<file path="config.mk">
export PLATFORM = sky130hd
export DESIGN_NAME = cbe_ram
export DESIGN_NICKNAME = d
export VERILOG_FILES = /design/src/hw/rtl/cbe_ram.sv
export SDC_FILE = /design/constraint.sdc
export NUM_CORES = 2
export LEC_CHECK = 0
export BUFFER_PORTS_ARGS = -buffer_cell sky130_fd_sc_hd__buf_2
export CORE_ASPECT_RATIO = 1.4
export CORE_MARGIN = 2
export CORE_UTILIZATION = 60
export DETAILED_ROUTE_END_ITERATION = 12
export PLACE_DENSITY = 0.8
export SETUP_SLACK_MARGIN = 0.5
export SYNTH_ARGS = -nofsm -noshare
export SYNTH_HDL_FRONTEND = slang
export SYNTH_SLANG_ARGS = --single-unit
</file>
<file path="constraint.sdc">
create_clock -name i_clk -period 3.9 [get_ports i_clk]
set_input_delay 0.39 -clock i_clk [delete_from_list [all_inputs] [get_ports i_clk]]
set_output_delay 0.39 -clock i_clk [all_outputs]
set_load 0.005 [all_outputs]
</file>
<file path="src/hw/rtl/cbe_ram.sv">
// Generic single-write, single-read RAM with registered read data.
`timescale 1ns / 1ps
module cbe_ram #(
    parameter int WIDTH = 32,
    parameter int DEPTH = 64
) (
    input  logic                     i_clk,
    input  logic                     i_we,
    input  logic [$clog2(DEPTH)-1:0] i_waddr,
    input  logic [WIDTH-1:0]         i_wdata,
    input  logic                     i_re,
    input  logic [$clog2(DEPTH)-1:0] i_raddr,
    output logic [WIDTH-1:0]         o_rdata
);

    logic [WIDTH-1:0] r_mem [DEPTH];

    always_ff @(posedge i_clk) begin
        if (i_we) begin
            r_mem[i_waddr] <= i_wdata;
        end
        if (i_re) begin
            o_rdata <= r_mem[i_raddr];
        end
    end

endmodule

</file>
==> results_dict.tcl <==
set metrics [dict create \
    status "finished clean" \
    grt-ovfl-total 0 \
    arrival_ns 3.37 \
    finalCritPeriodShare 0.724 \
    setup_viol 0 \
    fin_skew_ns 0.0235 \
    synth_edf_count 2080 \
    max_clock_freq_ghz 0.354 \
    fin_nets 3640 \
    yosysMostFrequentCell "edfxtp_1" \
    htree_levels 4 \
    post-synth-top-area-cell "edfxtp_1" \
    gp_congestion 0.826 \
    cts_buffers 177 \
    synth.yosys.seq_area_share 0.792 \
    io_pins 79 \
    relSlewSlack 0.129 \
    ys_ff_latch 2080 \
    grt_pass1_vias 40900 \
    synth_warnings 0 \
    io_buffer_count 78 \
    worst_pin_slew_ns 1.31 \
    die_h_um 433 \
    ir_drop_v 0.000409 \
    drtIter0Drc 5778 \
    vias 39900 \
    p_per_area_nw_per_um2 505 \
    syn_inst 3324 \
    grt_pass1_wl_mm 303 \
    chipWidth_um 310 \
    hold_class "input port to register" \
    cap_violations 0 \
    synth_top_area_frac 0.792 \
    endpoint_kind "register" \
    cts.sinks 2080 \
    wire_per_inst_um 39.3 \
    rows 157 \
    place_hpwl_mm 114 \
    via_per_inst 7.26 \
    worstPathMaxFanout 45 \
    drc 0 \
    min_period_ns 2.82 \
    cts_resized 0 \
    netlist_area_um2 78800 \
    antenna_found_initial 13 \
    synth_common_cells "2080 x edfxtp_1, 544 x mux4_2, 137 x nor2_1" \
    path_class "input port to register" \
    rsz0062_at_grt "no" \
    ys_types 33 \
    area_growth_pct 12.5 \
    design.die.area_um2 134000 \
    drv_slew 0 \
    hold_violations 0 \
    worst_setup_path_start_kind "input port" \
    drt_first_pass_iters 5 \
    initial_core_util 0.603 \
    synth_ff_type "edfxtp_1" \
    insertion_delay_ns 0.82 \
    cts_root_buf "clkbuf_16" \
    required_ns 4.45 \
    synth_nets 3371 \
    power.leakage_nw 27.6 \
    grt_max_degree 69 \
    synth.avg_cell_area_um2 23.7 \
    track_usage 0.330 \
    core_um2 131000 \
    finalSetupTns_ns 0 \
    synth-async-reset-ratio 0 \
    clk_path_buf_depth 3 \
    wl_mm 215 \
    synthTopCellsByArea "edfxtp_1 79%, mux4_2 16%, mux2i_1 1.2%" \
    final_layout_size_suffix_gt1_frac 0.303 \
    drtAntennaViolNets 0 \
    power.total_w 0.0448 \
    cts_tree "yes" \
    clk_pin_slew_ns 0.07 \
]
[path summary, 6_finish.rpt]
kind | start | to | slack [ns] | cells past startpoint
max | i_raddr[0] | o_rdata[25] | 1.08 | 7
max reg2reg | r_mem[26][25] | o_rdata[25] | 1.28 | 4
min reg2reg | r_mem[12][4] | o_rdata[4] | 0.86 | 4
min | i_wdata[5] | r_mem[33][5] | 0.06 | 1
[critical path, cell delays in order]
cell and delay (ns):
buf_8 0.45, buf_12 0.28, buf_4 0.24, mux4_2 0.60
mux4_2 0.49, o22ai_1 0.69, nor2_1 0.13
[kinds of logic after synthesis]
group | after synthesis | share of synthesized area
AOI/OAI and AO/OA | 202 | 0.0167
buffers and inverters | 182 | 0.0112
DFF | 2080 | 0.792
muxes | 637 | 0.167
and+or+nand+nor | 223 | 0.0126
[repair_timing]
action                                 in CTS  in global routing
buffers inserted                            0                  0
hold buffers                                1                  0
endpoints found under the hold margin      15                  0
[sequential cells by signal (all words and copies together) (netlist names)]
| name | flops |
|---|---|
| o_rdata | 32 |
| r_mem | 2048 |
[routing by layer]
| layer | part of all wire | track usage |
|---|---|---|
| met5 | 0.00033 | 0 |
| met4 | 0.068 | 0.193 |
| met3 | 0.12 | 0.0879 |
| met2 | 0.50 | 0.537 |
| met1 | 0.31 | 0.400 |
[stage by stage]
| stage | setup WS, ns | area [um2] | hold slack [ns] | utilization | instances |
|---|---|---|---|---|---|
| floorplan | 0.858 | 78800 | 0.489 | - | 3324 |
| global placement | 0.305 | 83000 | 0.807 | 0.635 | 5162 |
| detailed placement | 0.286 | 83000 | 0.790 | 0.635 | 5162 |
| CTS | 1.07 | 88700 | 0.00826 | 0.679 | 5484 |
| global route | 0.988 | 88700 | 0.0674 | 0.679 | 5488 |
| finish | 1.08 | 88700 | 0.0624 | 0.679 | 5490 |
[power breakdown]
group / leakage [nW] / switching [W] / internal, W
combinational: 6.12 / 0.00149 / 0.000863
sequential: 18.7 / 0.0000982 / 0.0248
clock: 2.78 / 0.00799 / 0.00956
[layout make-up]
class | count | area (um2)
antenna | 6 | 15.0
clock buffer | 213 | 4560
clock inverter | 108 | 1140
fill | 7357 | 41900
multi-input combinational | 1062 | 16000
sequential | 2080 | 62500
tap | 1749 | 2190
timing repair buffer | 272 | 2370
[placed cells by master, fill, tap and decap left out, types with 4 or more instances in the layout]
cell / Yosys / final
nand2_1: 26 / 26
clkbuf_16: 0 / 177
bufinv_16: 0 / 17
nand2b_1: 8 / 7
and3_1: 4 / 4
a41o_1: 4 / 4
nor2_1: 137 / 75
o32ai_1: 4 / 4
a22oi_1: 12 / 12
a311oi_1: 8 / 8
clkbuf_1: 74 / 36
nor2b_1: 15 / 15
diode_2: 0 / 6
buf_2: 57 / 74
buf_4: 25 / 155
edfxtp_1: 2080 / 2080
nand3_1: 5 / 5
clkinv_4: 0 / 4
clkinv_2: 0 / 30
o221ai_1: 27 / 27
clkinv_1: 0 / 36
o22ai_1: 84 / 84
buf_12: 0 / 39
mux2i_1: 93 / 93
nor3_1: 7 / 5
nor2_4: 0 / 62
a21oi_1: 62 / 62
nand3b_1: 5 / 5
clkinv_8: 0 / 8
mux4_2: 544 / 544
inv_6: 0 / 5
(Power assumes the default switching activity.)
